`src/rtl/core/fdes_pkg.sv`:
```
// ----------------------------------------------------------------------------
// fdes_pkg
// Shared types and constants for the FAT directory entry search unit:
// entry status codes, directory entry layout and register indexes.
// ----------------------------------------------------------------------------
package fdes_pkg;

    // directory entry layout
    localparam int unsigned ENTRY_BYTES    = 32;
    localparam int unsigned OFFSET_W       = $clog2(ENTRY_BYTES);
    localparam int unsigned NAME_LEN       = 11;
    localparam logic [OFFSET_W-1:0] OFS_ATTR       = OFFSET_W'(11);
    localparam logic [OFFSET_W-1:0] OFS_CLUS_HI_LO = OFFSET_W'(20);
    localparam logic [OFFSET_W-1:0] OFS_CLUS_HI_HI = OFFSET_W'(21);
    localparam logic [OFFSET_W-1:0] OFS_CLUS_LO_LO = OFFSET_W'(26);
    localparam logic [OFFSET_W-1:0] OFS_CLUS_LO_HI = OFFSET_W'(27);
    localparam logic [OFFSET_W-1:0] OFS_SIZE_FIRST = OFFSET_W'(28);
    localparam logic [OFFSET_W-1:0] OFS_LAST       = OFFSET_W'(ENTRY_BYTES - 1);

    // special byte values
    localparam logic [7:0] LEAD_END_OF_DIR = 8'h00;
    localparam logic [7:0] LEAD_DELETED    = 8'hE5;
    localparam logic [7:0] ATTR_LONG_NAME  = 8'h0F;
    localparam logic [7:0] ATTR_DIR_MASK   = 8'h10;

    // first cluster of the data area
    localparam logic [31:0] FIRST_DATA_CLUSTER = 32'd2;

    // configuration port
    localparam int unsigned CFG_INDEX_W = 2;
    localparam int unsigned CFG_DATA_W  = 64;
    localparam logic [CFG_INDEX_W-1:0] REG_NAME_FIRST_EIGHT = 2'd0;
    localparam logic [CFG_INDEX_W-1:0] REG_NAME_LAST_THREE  = 2'd1;
    localparam logic [CFG_INDEX_W-1:0] REG_DATA_AREA_START  = 2'd2;
    localparam logic [CFG_INDEX_W-1:0] REG_CLUSTER_SECTORS  = 2'd3;

    // entry status codes
    typedef enum logic [2:0] {
        ST_NONE     = 3'd0,
        ST_DELETED  = 3'd1,
        ST_LONGNAME = 3'd2,
        ST_DIR      = 3'd3,
        ST_MATCH    = 3'd4,
        ST_END      = 3'd5
    } t_entry_status;

    // finished entry handed from the parser to the result stage
    typedef struct packed {
        t_entry_status status;
        logic [31:0]   cluster;
        logic [31:0]   size;
    } t_entry_info;

endpackage

```
`src/rtl/core/fdes_in_if.sv`:
```
// ----------------------------------------------------------------------------
// fdes_in_if
// Directory byte channel: one byte of sector data and a scan start flag.
// ----------------------------------------------------------------------------
interface fdes_in_if;
    logic       valid;
    logic       ready;
    logic [7:0] data_byte;
    logic       scan_start;

    modport source (output valid, output data_byte, output scan_start, input ready);
    modport sink   (input valid, input data_byte, input scan_start, output ready);
endinterface

```
`src/rtl/core/fdes_out_if.sv`:
```
// ----------------------------------------------------------------------------
// fdes_out_if
// Entry result channel: status, first cluster, file size and first sector.
// ----------------------------------------------------------------------------
interface fdes_out_if;
    logic                  valid;
    logic                  ready;
    fdes_pkg::t_entry_status entry_status;
    logic [31:0]           start_cluster;
    logic [31:0]           size_bytes;
    logic [31:0]           start_sector;

    modport source (
        output valid, output entry_status, output start_cluster,
        output size_bytes, output start_sector, input ready
    );
    modport sink (
        input valid, input entry_status, input start_cluster,
        input size_bytes, input start_sector, output ready
    );
endinterface

```
`src/rtl/core/fdes_entry_parse.sv`:
```
// ----------------------------------------------------------------------------
// fdes_entry_parse
// Walks the bytes of 32-byte directory entries, compares the short name,
// captures attribute, cluster and size, and classifies the entry on its
// last byte. Holds the search done flag.
// ----------------------------------------------------------------------------
module fdes_entry_parse (
    input  logic                    i_clk,
    input  logic                    i_rst_n,
    input  logic                    i_accept,
    input  logic [7:0]              i_data_byte,
    input  logic                    i_scan_start,
    input  logic [63:0]             i_name_first_eight,
    input  logic [23:0]             i_name_last_three,
    output logic                    o_last,
    output fdes_pkg::t_entry_info   o_info
);

    localparam int unsigned OW = fdes_pkg::OFFSET_W;

    logic [OW-1:0] r_offset, n_offset;
    logic          r_match,  n_match;
    logic [7:0]    r_lead,   n_lead;
    logic [7:0]    r_attr,   n_attr;
    logic [31:0]   r_cluster, n_cluster;
    logic [31:0]   r_size,   n_size;
    logic          r_done,   n_done;

    logic          w_active;
    logic [OW-1:0] w_off;
    logic [87:0]   w_name;
    logic [7:0]    w_wanted;
    logic          w_eq;
    fdes_pkg::t_entry_status w_status;

    // effective offset and whether this byte is processed
    assign w_active = i_scan_start || !r_done;
    assign w_off    = i_scan_start ? '0 : r_offset;

    // wanted name byte at this offset
    assign w_name   = {i_name_last_three, i_name_first_eight};
    assign w_wanted = (w_off < OW'(fdes_pkg::NAME_LEN)) ? w_name[{w_off[3:0], 3'b000} +: 8]
                                                         : 8'h00;
    assign w_eq     = (i_data_byte == w_wanted);

    // entry classification, end of directory first
    always_comb begin
        priority if (r_lead == fdes_pkg::LEAD_END_OF_DIR) begin
            w_status = fdes_pkg::ST_END;
        end else if (r_lead == fdes_pkg::LEAD_DELETED) begin
            w_status = fdes_pkg::ST_DELETED;
        end else if (r_attr == fdes_pkg::ATTR_LONG_NAME) begin
            w_status = fdes_pkg::ST_LONGNAME;
        end else if ((r_attr & fdes_pkg::ATTR_DIR_MASK) != 8'h00) begin
            w_status = fdes_pkg::ST_DIR;
        end else if (r_match) begin
            w_status = fdes_pkg::ST_MATCH;
        end else begin
            w_status = fdes_pkg::ST_NONE;
        end
    end

    // result of the entry that closes with this byte
    assign o_last         = i_accept && w_active && (w_off == fdes_pkg::OFS_LAST);
    assign o_info.status  = w_status;
    assign o_info.cluster = r_cluster;
    assign o_info.size    = {i_data_byte, r_size[23:0]};

    // capture of entry fields
    always_comb begin
        n_offset  = r_offset;
        n_match   = r_match;
        n_lead    = r_lead;
        n_attr    = r_attr;
        n_cluster = r_cluster;
        n_size    = r_size;
        n_done    = r_done;
        if (i_accept && w_active) begin
            if (w_off < OW'(fdes_pkg::NAME_LEN)) begin
                if (w_off == '0) begin
                    n_lead  = i_data_byte;
                    n_match = w_eq;
                end else if (!w_eq) begin
                    n_match = 1'b0;
                end
            end else if (w_off == fdes_pkg::OFS_ATTR) begin
                n_attr = i_data_byte;
            end else if (w_off == fdes_pkg::OFS_CLUS_HI_LO) begin
                n_cluster[23:16] = i_data_byte;
            end else if (w_off == fdes_pkg::OFS_CLUS_HI_HI) begin
                n_cluster[31:24] = i_data_byte;
            end else if (w_off == fdes_pkg::OFS_CLUS_LO_LO) begin
                n_cluster[7:0] = i_data_byte;
            end else if (w_off == fdes_pkg::OFS_CLUS_LO_HI) begin
                n_cluster[15:8] = i_data_byte;
            end else if (w_off >= fdes_pkg::OFS_SIZE_FIRST) begin
                n_size[{w_off[1:0], 3'b000} +: 8] = i_data_byte;
            end
            n_offset = w_off + OW'(1);
            // a match or end of directory stops the search
            if (w_off == fdes_pkg::OFS_LAST) begin
                n_done = (w_status == fdes_pkg::ST_END) || (w_status == fdes_pkg::ST_MATCH);
            end else begin
                n_done = 1'b0;
            end
        end
    end

    always_ff @(posedge i_clk) begin
        if (!i_rst_n) begin
            r_offset  <= '0;
            r_match   <= 1'b1;
            r_lead    <= 8'h00;
            r_attr    <= 8'h00;
            r_cluster <= '0;
            r_size    <= '0;
            r_done    <= 1'b0;
        end else begin
            r_offset  <= n_offset;
            r_match   <= n_match;
            r_lead    <= n_lead;
            r_attr    <= n_attr;
            r_cluster <= n_cluster;
            r_size    <= n_size;
            r_done    <= n_done;
        end
    end

endmodule

```
`src/rtl/core/fat_directory_entry_search_unit.sv`:
```
// ----------------------------------------------------------------------------
// fat_directory_entry_search_unit
// Short-name lookup over a stream of FAT32 directory entry bytes.
// ----------------------------------------------------------------------------
// The unit takes one directory byte per cycle and groups the bytes into
// 32-byte entries. On the last byte of each entry it loads one result into
// an output register: the entry status, the first cluster, the file size
// and the cluster's first sector. The input is ready whenever the output
// register is empty or being drained, so the sustained rate is one byte
// per clock; a result held by the sink stalls every input byte until it is
// taken. After a match or an end-of-directory entry bytes are dropped
// until a byte arrives with scan_start set. Write registers through the
// plain write port while no result is pending; the unit does not check.
module fat_directory_entry_search_unit (
    input  logic                                  i_clk,
    input  logic                                  i_rst_n,
    input  logic                                  i_cfg_we,
    input  logic [fdes_pkg::CFG_INDEX_W-1:0]      i_cfg_index,
    input  logic [fdes_pkg::CFG_DATA_W-1:0]       i_cfg_data,
    fdes_in_if.sink                               i_in,
    fdes_out_if.source                            o_out
);

    // configuration registers
    logic [63:0] r_name_first_eight;
    logic [23:0] r_name_last_three;
    logic [31:0] r_data_area_start;
    logic [7:0]  r_cluster_sectors;

    // output register
    logic                    r_out_valid, n_out_valid;
    fdes_pkg::t_entry_status r_out_status, n_out_status;
    logic [31:0]             r_out_cluster, n_out_cluster;
    logic [31:0]             r_out_size, n_out_size;
    logic [31:0]             r_out_sector, n_out_sector;

    logic                    w_accept;
    logic                    w_last;
    fdes_pkg::t_entry_info   w_info;
    logic [31:0]             w_product;

    // input transfer
    assign i_in.ready = !r_out_valid || o_out.ready;
    assign w_accept   = i_in.valid && i_in.ready;

    fdes_entry_parse u_parse (
        .i_clk              (i_clk),
        .i_rst_n            (i_rst_n),
        .i_accept           (w_accept),
        .i_data_byte        (i_in.data_byte),
        .i_scan_start       (i_in.scan_start),
        .i_name_first_eight (r_name_first_eight),
        .i_name_last_three  (r_name_last_three),
        .o_last             (w_last),
        .o_info             (w_info)
    );

    // first sector of the start cluster, modulo 2^32
    assign w_product = (w_info.cluster - fdes_pkg::FIRST_DATA_CLUSTER)
                       * {24'd0, r_cluster_sectors};

    // output register load and drain
    always_comb begin
        n_out_valid   = r_out_valid;
        n_out_status  = r_out_status;
        n_out_cluster = r_out_cluster;
        n_out_size    = r_out_size;
        n_out_sector  = r_out_sector;
        if (o_out.ready) begin
            n_out_valid = 1'b0;
        end
        if (w_last) begin
            n_out_valid   = 1'b1;
            n_out_status  = w_info.status;
            n_out_cluster = w_info.cluster;
            n_out_size    = w_info.size;
            n_out_sector  = w_product + r_data_area_start;
        end
    end

    always_ff @(posedge i_clk) begin
        if (!i_rst_n) begin
            r_out_valid <= 1'b0;
        end else begin
            r_out_valid <= n_out_valid;
        end
        r_out_status  <= n_out_status;
        r_out_cluster <= n_out_cluster;
        r_out_size    <= n_out_size;
        r_out_sector  <= n_out_sector;
    end

    assign o_out.valid         = r_out_valid;
    assign o_out.entry_status  = r_out_status;
    assign o_out.start_cluster = r_out_cluster;
    assign o_out.size_bytes    = r_out_size;
    assign o_out.start_sector  = r_out_sector;

    // configuration writes
    always_ff @(posedge i_clk) begin
        if (!i_rst_n) begin
            r_name_first_eight <= '0;
            r_name_last_three  <= '0;
            r_data_area_start  <= '0;
            r_cluster_sectors  <= 8'd1;
        end else if (i_cfg_we) begin
            unique case (i_cfg_index)
                fdes_pkg::REG_NAME_FIRST_EIGHT: r_name_first_eight <= i_cfg_data;
                fdes_pkg::REG_NAME_LAST_THREE:  r_name_last_three  <= i_cfg_data[23:0];
                fdes_pkg::REG_DATA_AREA_START:  r_data_area_start  <= i_cfg_data[31:0];
                fdes_pkg::REG_CLUSTER_SECTORS:  r_cluster_sectors  <= i_cfg_data[7:0];
                default: begin
                end
            endcase
        end
    end

endmodule

```
`src/flat_wrapper.sv`:
```
// flat-port wrapper written by rule: the top's interface ports become plain ports
module fat_directory_entry_search_unit_flat 
  (i_clk, i_rst_n, i_cfg_we, i_cfg_index, i_cfg_data, i_in_valid, i_in_data_byte, i_in_scan_start, i_in_ready, o_out_valid, o_out_entry_status, o_out_start_cluster, o_out_size_bytes, o_out_start_sector, o_out_ready);
  fdes_in_if i_in_i ();
  fdes_out_if o_out_i ();
  input  logic i_clk;
  input  logic i_rst_n;
  input  logic i_cfg_we;
  input  logic [fdes_pkg::CFG_INDEX_W-1:0] i_cfg_index;
  input  logic [fdes_pkg::CFG_DATA_W-1:0] i_cfg_data;
  input wire logic [$bits(i_in_i.valid)-1:0] i_in_valid;
  input wire logic [$bits(i_in_i.data_byte)-1:0] i_in_data_byte;
  input wire logic [$bits(i_in_i.scan_start)-1:0] i_in_scan_start;
  output wire logic [$bits(i_in_i.ready)-1:0] i_in_ready;
  output wire logic [$bits(o_out_i.valid)-1:0] o_out_valid;
  output wire logic [$bits(o_out_i.entry_status)-1:0] o_out_entry_status;
  output wire logic [$bits(o_out_i.start_cluster)-1:0] o_out_start_cluster;
  output wire logic [$bits(o_out_i.size_bytes)-1:0] o_out_size_bytes;
  output wire logic [$bits(o_out_i.start_sector)-1:0] o_out_start_sector;
  input wire logic [$bits(o_out_i.ready)-1:0] o_out_ready;
  assign i_in_i.valid = i_in_valid;
  assign i_in_i.data_byte = i_in_data_byte;
  assign i_in_i.scan_start = i_in_scan_start;
  assign i_in_ready = i_in_i.ready;
  assign o_out_valid = o_out_i.valid;
  assign o_out_entry_status = o_out_i.entry_status;
  assign o_out_start_cluster = o_out_i.start_cluster;
  assign o_out_size_bytes = o_out_i.size_bytes;
  assign o_out_start_sector = o_out_i.start_sector;
  assign o_out_i.ready = o_out_ready;
  fat_directory_entry_search_unit u_core (.i_clk(i_clk), .i_rst_n(i_rst_n), .i_cfg_we(i_cfg_we), .i_cfg_index(i_cfg_index), .i_cfg_data(i_cfg_data), .i_in(i_in_i), .o_out(o_out_i));
endmodule
```
`config.mk`:
```
export PLATFORM = sky130hd
export DESIGN_NAME = fat_directory_entry_search_unit_flat
export DESIGN_NICKNAME = d
export VERILOG_FILES = /design/src/rtl/core/fdes_pkg.sv /design/src/rtl/core/fdes_in_if.sv /design/src/rtl/core/fdes_out_if.sv /design/src/rtl/core/fdes_entry_parse.sv /design/src/rtl/core/fat_directory_entry_search_unit.sv /design/src/flat_wrapper.sv
export SDC_FILE = /design/constraint.sdc
export NUM_CORES = 1
export LEC_CHECK = 0
export ABC_AREA = 1
export BUFFER_PORTS_ARGS = -buffer_cell sky130_fd_sc_hd__clkbuf_2
export CORE_MARGIN = 2
export CORE_UTILIZATION = 58
export DETAILED_ROUTE_END_ITERATION = 12
export PLACE_DENSITY = 0.75
export SLEW_MARGIN = 30
export SYNTH_ARGS = -nofsm -noshare
export SYNTH_HDL_FRONTEND = slang
export SYNTH_SLANG_ARGS = --single-unit
```
`constraint.sdc`:
```
create_clock -name i_clk -period 8.2 [get_ports i_clk]
set_clock_uncertainty 0.1 [all_clocks]
set_input_delay 1.64 -clock i_clk [delete_from_list [all_inputs] [get_ports i_clk]]
set_output_delay 1.64 -clock i_clk [all_outputs]
set_load 0.005 [all_outputs]
```
Word level (Yosys, flattened, before mapping)
Cells that the tools add are included.
{ "totals": {"reg_bits": 315, "inputBits": 80, "output_inout_bits": 101, "word_cells": 87} }
{ "op_classes": {"add_sub_neg": 4, "multipliers": 1, "magnitude_cmp": 2, "n_eq_ne": 15, "shifts": 3, "n_mux": 13, "bitwise": 6, "reduce_logical": 24} }
{ "op_table": {"columns": ["operator", "count"], "rows": [
  ["indexed part select 88 x 8 -> 8 bit", 1],
  ["adder 32 bit", 1],
  ["bitwise mux 32 bit", 1],
  ["multiplier 32 x 8 -> 32 bit", 1],
  ["variable shift 8 x 7 -> 32 bit (first input constant)", 1],
  ["indexed part select 8 x 7 -> 32 bit", 1],
  ["subtractor 32 x 2 -> 32 bit (second input constant)", 1],
  ["== test 5 bit (second input constant)", 5],
  ["two-way mux 3 bit", 5],
  ["AND reduction 3 bit", 3],
  ["== test 8 x 4 -> 1 bit (second input constant)", 1],
  ["== test 8 bit", 1],
  ["== test 8 bit (second input constant)", 1],
  ["zero test 8 bit", 1],
  ["two-way mux 8 bit", 1],
  ["AND reduction 2 bit", 4],
  ["AND reduction 8 bit", 1],
  ["negator 5 -> 7 bit", 1],
  ["AND reduction 7 bit", 1],
  ["== test 3 bit (second input constant)", 2],
  ["NOT 1 bit", 6],
  ["AND reduction 6 bit", 1],
  ["adder 5 x 1 -> 5 bit (second input constant)", 1],
  ["== test 5 x 4 -> 1 bit (second input constant)", 1],
  ["15 further kinds", 25]
]} }

Longest topological paths before layout
{ "logic_depth": {"word_depth": 8, "ltp_mapped": 31, "ltp_nobuf": 31} }

Hierarchy
A second synthesis with hierarchy kept.
{ "hier_totals": {"hier_cells": 2464, "area_unflattened_um2": 20039.2} }
{ "by_module_without_submodules": {"columns": ["module", "instances", "cells_each", "area_each_um2", "seq_area_each_um2"], "rows": [
  ["fat_directory_entry_search_unit", 1, 1813, 15775.1, 5555.3],
  ["fdes_entry_parse", 1, 651, 4264.1, 1581.5]
]} }

Worst setup path after synthesis
No wires, ideal clock.
{ "synth_path": {"kind": "reg-to-reg", "start": "register u_core.u_parse.r_cluster[1]", "end": "register u_core.r_out_sector[28] (netlist: u_core.o_out.start_sector[28]), data pin", "arrival_ns": 5.441, "required_time_ns": 7.835, "slack_ns": 2.394, "stages_incl_launch_ff": 27, "path_buffers": 0, "synth_period_minus_slack_ns": 5.806, "cell_sequence": "dfxtp_1 inv_2 ha_1 nand3_2 nor2_4 nand2_2 or4_1 o21a_1 inv_1 nand2_1 fa_1 inv_1 fa_1 fa_1 inv_1 fa_1 inv_1 ha_1 a21oi_1 o21ai_0 a21oi_1 nand3_1 nand2_1 nand2_1 a21boi_0 o21ai_0 xor2_1"} }
{ "synth_between": {"elab_chain_len": 3} }
{ "synth_rtl": {"columns": ["item", "line_no", "rtl"], "rows": [
  ["start, declared", "fdes_entry_parse.sv:25", "logic [31:0] r_cluster, n_cluster;"],
  ["start signal, assigned", "fdes_entry_parse.sv:123", "r_cluster <= n_cluster;"],
  ["subtractor 32 x 2 -> 32 bit", "fat_directory_entry_search_unit.sv:59", "assign w_product = (w_info.cluster - fdes_pkg::FIRST_DATA_CLUSTER)"],
  ["multiplier 32 x 8 -> 32 bit", "fat_directory_entry_search_unit.sv:60", "* {24'd0, r_cluster_sectors};"],
  ["adder 32 bit", "fat_directory_entry_search_unit.sv:77", "n_out_sector = w_product + r_data_area_start;"],
  ["end signal, assigned", "fat_directory_entry_search_unit.sv:90", "r_out_sector <= n_out_sector;"],
  ["end, declared", "fat_directory_entry_search_unit.sv:35", "logic [31:0] r_out_sector, n_out_sector;"]
]} }
No other way between the ends.
A chain may end at the register's enable or synchronous reset.

Worst setup path after layout
{ "layout_path": {"start": "register u_core.u_parse.r_cluster[1]", "end": "register u_core.r_out_sector[30] (netlist: u_core.o_out.start_sector[30]), data pin"} }
The elaborated chain is that of the path after synthesis.

==> results.rst <==
.. list-table::
   :header-rows: 1

   * - Metric
     - Value
   * - Number of hold-repair buffers added at the cts stage
     - 0
   * - Synth-to-layout area growth
     - 11.5%
   * - First-pass DRT Iterations
     - 7
   * - Buffer levels on the longest clock path
     - 3
   * - Proportion of netlist area held by the largest area contributor
     - 21.1%
   * - Worst reg2reg path endpoint
     - u_core.o_out.start_sector[30]
   * - Horizontal die dimension
     - 188 um
   * - Minimum hold slack
     - 0.329 ns
   * - Capture endpoint of the worst hold path
     - u_core.o_out.size_bytes[3]
   * - Cells taking the most area after synthesis
     - dfxtp_1, fa_1, edfxtp_1
   * - Sinks on the clock net
     - 307
   * - Finished Layout Cells
     - 3006
   * - Routed via count
     - 16500
   * - XOR/XNOR Fraction of Synth Area
     - 2.00%
   * - Setup-violating endpoint count in the final report
     - 0
   * - Count of final max-slew check failures
     - 0
   * - Count of fill cells added during filler insertion
     - 2858
   * - Setup crit end kind
     - flip-flop
   * - Number of distinct standard cells referenced by the synthesized netlist
     - 44
   * - Run status
     - finished, final reports clean
   * - Hold Fails Final Rpt
     - 0
   * - Average cell area after synthesis
     - 8.20 um^2
   * - Buffers plus inverters on the worst setup path
     - 5
   * - Aggregate global routing overflow
     - 0
   * - Synth Area in Simple Gates
     - 18.7%
   * - Number of instances on the worst hold path
     - 0
   * - Combinational family with the most area after synthesis
     - adder cells
   * - Clock tree from TritonCTS
     - built
   * - Flip-flop cell with the highest count after synthesis
     - dfxtp_1
   * - Via/cell ratio
     - 5.50
   * - Starting density of the core
     - 58.8%
   * - Total Nets Final
     - 2846
   * - Synthesized instance count
     - 2404
   * - Vias in the first global route
     - 16100
   * - Crit Path Max Fanout
     - 8
   * - Post-synthesis compound-gate area fraction
     - 11.7%
   * - Worst endpoint required time
     - 8.36 ns
   * - DP Area
     - 20800 um^2
   * - Sequential element share of the synthesized area
     - 36.2%
   * - Mean routed wirelength per cell
     - 17.6 um
   * - Cell accounting for the most synthesized area
     - dfxtp_1
   * - Number of flops mapped to enable cells by yosys
     - 99
   * - Static Leakage
     - 10.1 nW
   * - First-pass GRT wire length
     - 84.2 mm
   * - Dominant delay contributor by cell family on the critical path
     - adder cells
   * - Critical path's slowest cell
     - fa_1
   * - Post-Synthesis Cell Area
     - 19700 um^2
   * - Hold wc startpoint
     - u_core.u_parse.r_size[3]
   * - Setup slack at placement
     - 1.64 ns
   * - Pin count of the biggest net entering global routing
     - 129
   * - Worst Max-Slew Pin Slew
     - 0.906 ns
   * - Total internal power
     - 3.48 mW
   * - Number of antenna violations at the first check in global routing
     - 0
   * - Global-route usage over all layers
     - 29.9%
   * - Minimum period implied by the final worst setup slack
     - 6.60 ns
   * - Cts bufs inserted
     - 34
   * - Number of warning messages in the yosys log
     - 0
   * - Clock insertion delay at the later pin of the skew report
     - 0.54 ns
   * - Root buffer cell
     - clkbuf_16
   * - Startpoint of the most critical register-to-register path
     - u_core.u_parse.r_cluster[1]
   * - HPWL reported at the end of detailed placement
     - 39.9 mm
   * - Switching pwr
     - 2.03 mW
   * - Kind of start point of the critical path
     - flip-flop
   * - Part of the cycle the worst path needs
     - 80.5%
   * - CORE AREA
     - 33500 um^2
   * - Area enclosed by the die boundary
     - 35500 um^2
   * - Smallest setup slack after layout
     - 1.60 ns
   * - Std cell rows
     - 67
   * - Antenna diode instance count
     - 0
   * - Unrepaired setup endpoints after global routing
     - no
   * - Worst-case headroom to the max-slew limit
     - 39.5%
   * - Instance count after placement with tap cells included
     - 2944
   * - Maximum level of the CTS H-tree
     - 2
   * - Switching power as a share of total power
     - 36.9%
   * - Drc violations
     - 0
   * - Number of ports placed on the die boundary
     - 181
   * - Synthesized netlist net count
     - 2718
   * - Critical path class
     - flip-flop to flip-flop
   * - Worst vdd rail ir drop
     - 0.000221 V
   * - Fraction of synthesized area in multiplexers
     - 0%
   * - Vertical die dimension
     - 188 um
   * - Post-route ant nets
     - 0
   * - RD Place Congestion
     - 0.966
   * - Type of the tightest min-delay check
     - flip-flop to flip-flop
   * - Post-Route WL
     - 53.0 mm
   * - Iteration-0 DRC Markers
     - 1553
   * - Sum of negative setup slack
     - 0 ns
   * - Final instance area
     - 22000 um^2
   * - Number of register bits inferred by synthesis
     - 307
   * - Crit-path max cell delay
     - 0.54 ns
   * - Fraction of registers with async set or reset after synthesis
     - 0%
   * - Clock-pin transition on the worst setup and hold timing paths
     - 0.06 ns
   * - Critical Path AT
     - 6.76 ns
   * - Number of max-capacitance violations reported
     - 0
   * - Power density cells
     - 251 nW/um^2
   * - Setup Fix Bufs, Post-CTS
     - 0
   * - Layout cell share with drive strength beyond 1
     - 11.1%
   * - FF-to-FF setup slack
     - 1.60 ns
   * - Adder and majority cell fraction of the synthesized area
     - 21.9%
   * - Peak clock frequency supported by timing
     - 0.152 GHz
   * - Sequential fraction of design power
     - 31.7%
   * - Number of buffer cells added on primary ports
     - 180
   * - Combinational fraction of design power
     - 40.5%
   * - Part of the power in the clock network
     - 27.9%
   * - Post-cts repair resize count
     - 0
   * - Number of cells on the worst reg-to-reg path
     - 26
-- final cells by class --
| type | count | area [um^2] | area share [%] |
|---|---|---|---|
| sequential | 307 | 7140 | 32.5 |
| inverter | 390 | 1470 | 6.69 |
| multi-input combinational | 1611 | 10700 | 48.8 |
| clock inverter | 17 | 168 | 0.763 |
| timing repair buffer | 188 | 967 | 4.40 |
| tap | 448 | 561 | 2.55 |
| clock buffer | 45 | 953 | 4.34 |
-- worst max path at each step --
stage                                      from                            end  slack [ns]  depth (start not counted)
floorplan           u_core.u_parse.r_cluster[1]  u_core.o_out.start_sector[28]        2.39                         26
global placement    u_core.u_parse.r_cluster[1]  u_core.o_out.start_sector[28]        1.94                         26
detailed placement  u_core.u_parse.r_cluster[1]  u_core.o_out.start_sector[30]        1.64                         26
CTS                 u_core.u_parse.r_cluster[1]  u_core.o_out.start_sector[30]        1.62                         26
global route        u_core.u_parse.r_cluster[1]  u_core.o_out.start_sector[30]        1.22                         26
finish              u_core.u_parse.r_cluster[1]  u_core.o_out.start_sector[30]        1.60                         26
-- sequential cells by signal, summed over array words and instances (netlist names), 5 cells and up --
signal / count
u_core.r_data_area_start: 32
u_core.r_name_last_three: 24
u_core.o_out.start_cluster: 32
u_core.u_parse.r_lead: 8
u_core.u_parse.r_cluster: 32
u_core.u_parse.r_size: 24
u_core.u_parse.r_attr: 8
u_core.r_name_first_eight: 64
u_core.o_out.size_bytes: 32
u_core.o_out.start_sector: 32
u_core.r_cluster_sectors: 8
u_core.u_parse.r_offset: 5
-- through the flow --
stage,power (mW),util (%)
after CTS,5.52,65.5
after floorplan,3.49,-
final,5.51,65.5
after global routing,5.90,65.5
after detailed placement,3.99,62.2
after global placement,3.90,62.2
-- worst reg2reg max path: stages (launching register included) --
cell and delay (ns):
dfxtp_1 0.39, inv_2 0.15, ha_1 0.24, nand3_2 0.15, nor2_4 0.23, nand2_2 0.10, or4_1 0.44, o21a_1 0.31
inv_1 0.12, nand2_1 0.08, fa_1 0.52, inv_1 0.05, fa_1 0.48, fa_1 0.54, inv_1 0.04, fa_1 0.47
inv_1 0.05, ha_1 0.35, a21oi_1 0.21, o21ai_0 0.15, a21oi_1 0.14, nand3_1 0.16, nand2_1 0.10, nand2_1 0.08
a21boi_0 0.33, o21ai_0 0.16, xor2_1 0.17
-- power groups by stage --
stage | sequential (mW) | clock [mW] | combinational, mW
floorplan | 1.77 | 0 | 1.72
global placement | 1.77 | 0 | 2.13
detailed placement | 1.78 | 0 | 2.22
CTS | 1.74 | 1.55 | 2.23
global route | 1.75 | 1.60 | 2.56
finish | 1.74 | 1.53 | 2.23
-- routing by layer --
| layer | share of wire [%] | global-route usage, % | vias up |
|---|---|---|---|
| met2 | 47 | 49.6 | 735 |
| met5 | 0 | 0 | - |
| met1 | 41 | 39.6 | 7854 |
| met3 | 8.2 | 5.42 | 140 |
| li1 | - | - | 7803 |
| met4 | 3.6 | 10.8 | 0 |
-- cell usage after synthesis (5+ instances only) --
master	count
a21oi_1	178
nor2_4	5
nor2_1	390
o21bai_1	6
nand2_1	374
buf_4	6
xnor2_1	12
nand3_1	67
nor3_1	5
ha_1	48
a211oi_1	9
nor2_2	5
buf_2	13
dfxtp_1	208
nand3b_1	6
nand4_1	15
inv_2	9
o21ai_0	202
o21ai_1	22
nand2_2	6
xor2_1	33
fa_1	186
edfxtp_1	99
inv_1	378
o211ai_1	10
clkbuf_1	76
-- layout by cell type, fill, tap and decap left out, drive strengths merged, types with 6 or more instances in the layout --
cell type and count:
nor2 401, clkbuf 224, nand2 382, inv 390, a21oi 178, edfxtp 99, dfxtp 208, buf 9
nor3 6, nand3b 6, clkinv 15, o211ai 10, fa 186, ha 48, xor2 33, o21bai 6
nand3 73, xnor2 12, a211oi 9, o21ai 224, nand4 15
-- cell families after synthesis --
logic type      Yosys count
xor+xnor                 45
compound gates          440
buf+inv                 486
fa+ha+maj               234
flops                   307
simple gates            892
Power figures use the tool's default switching activity.
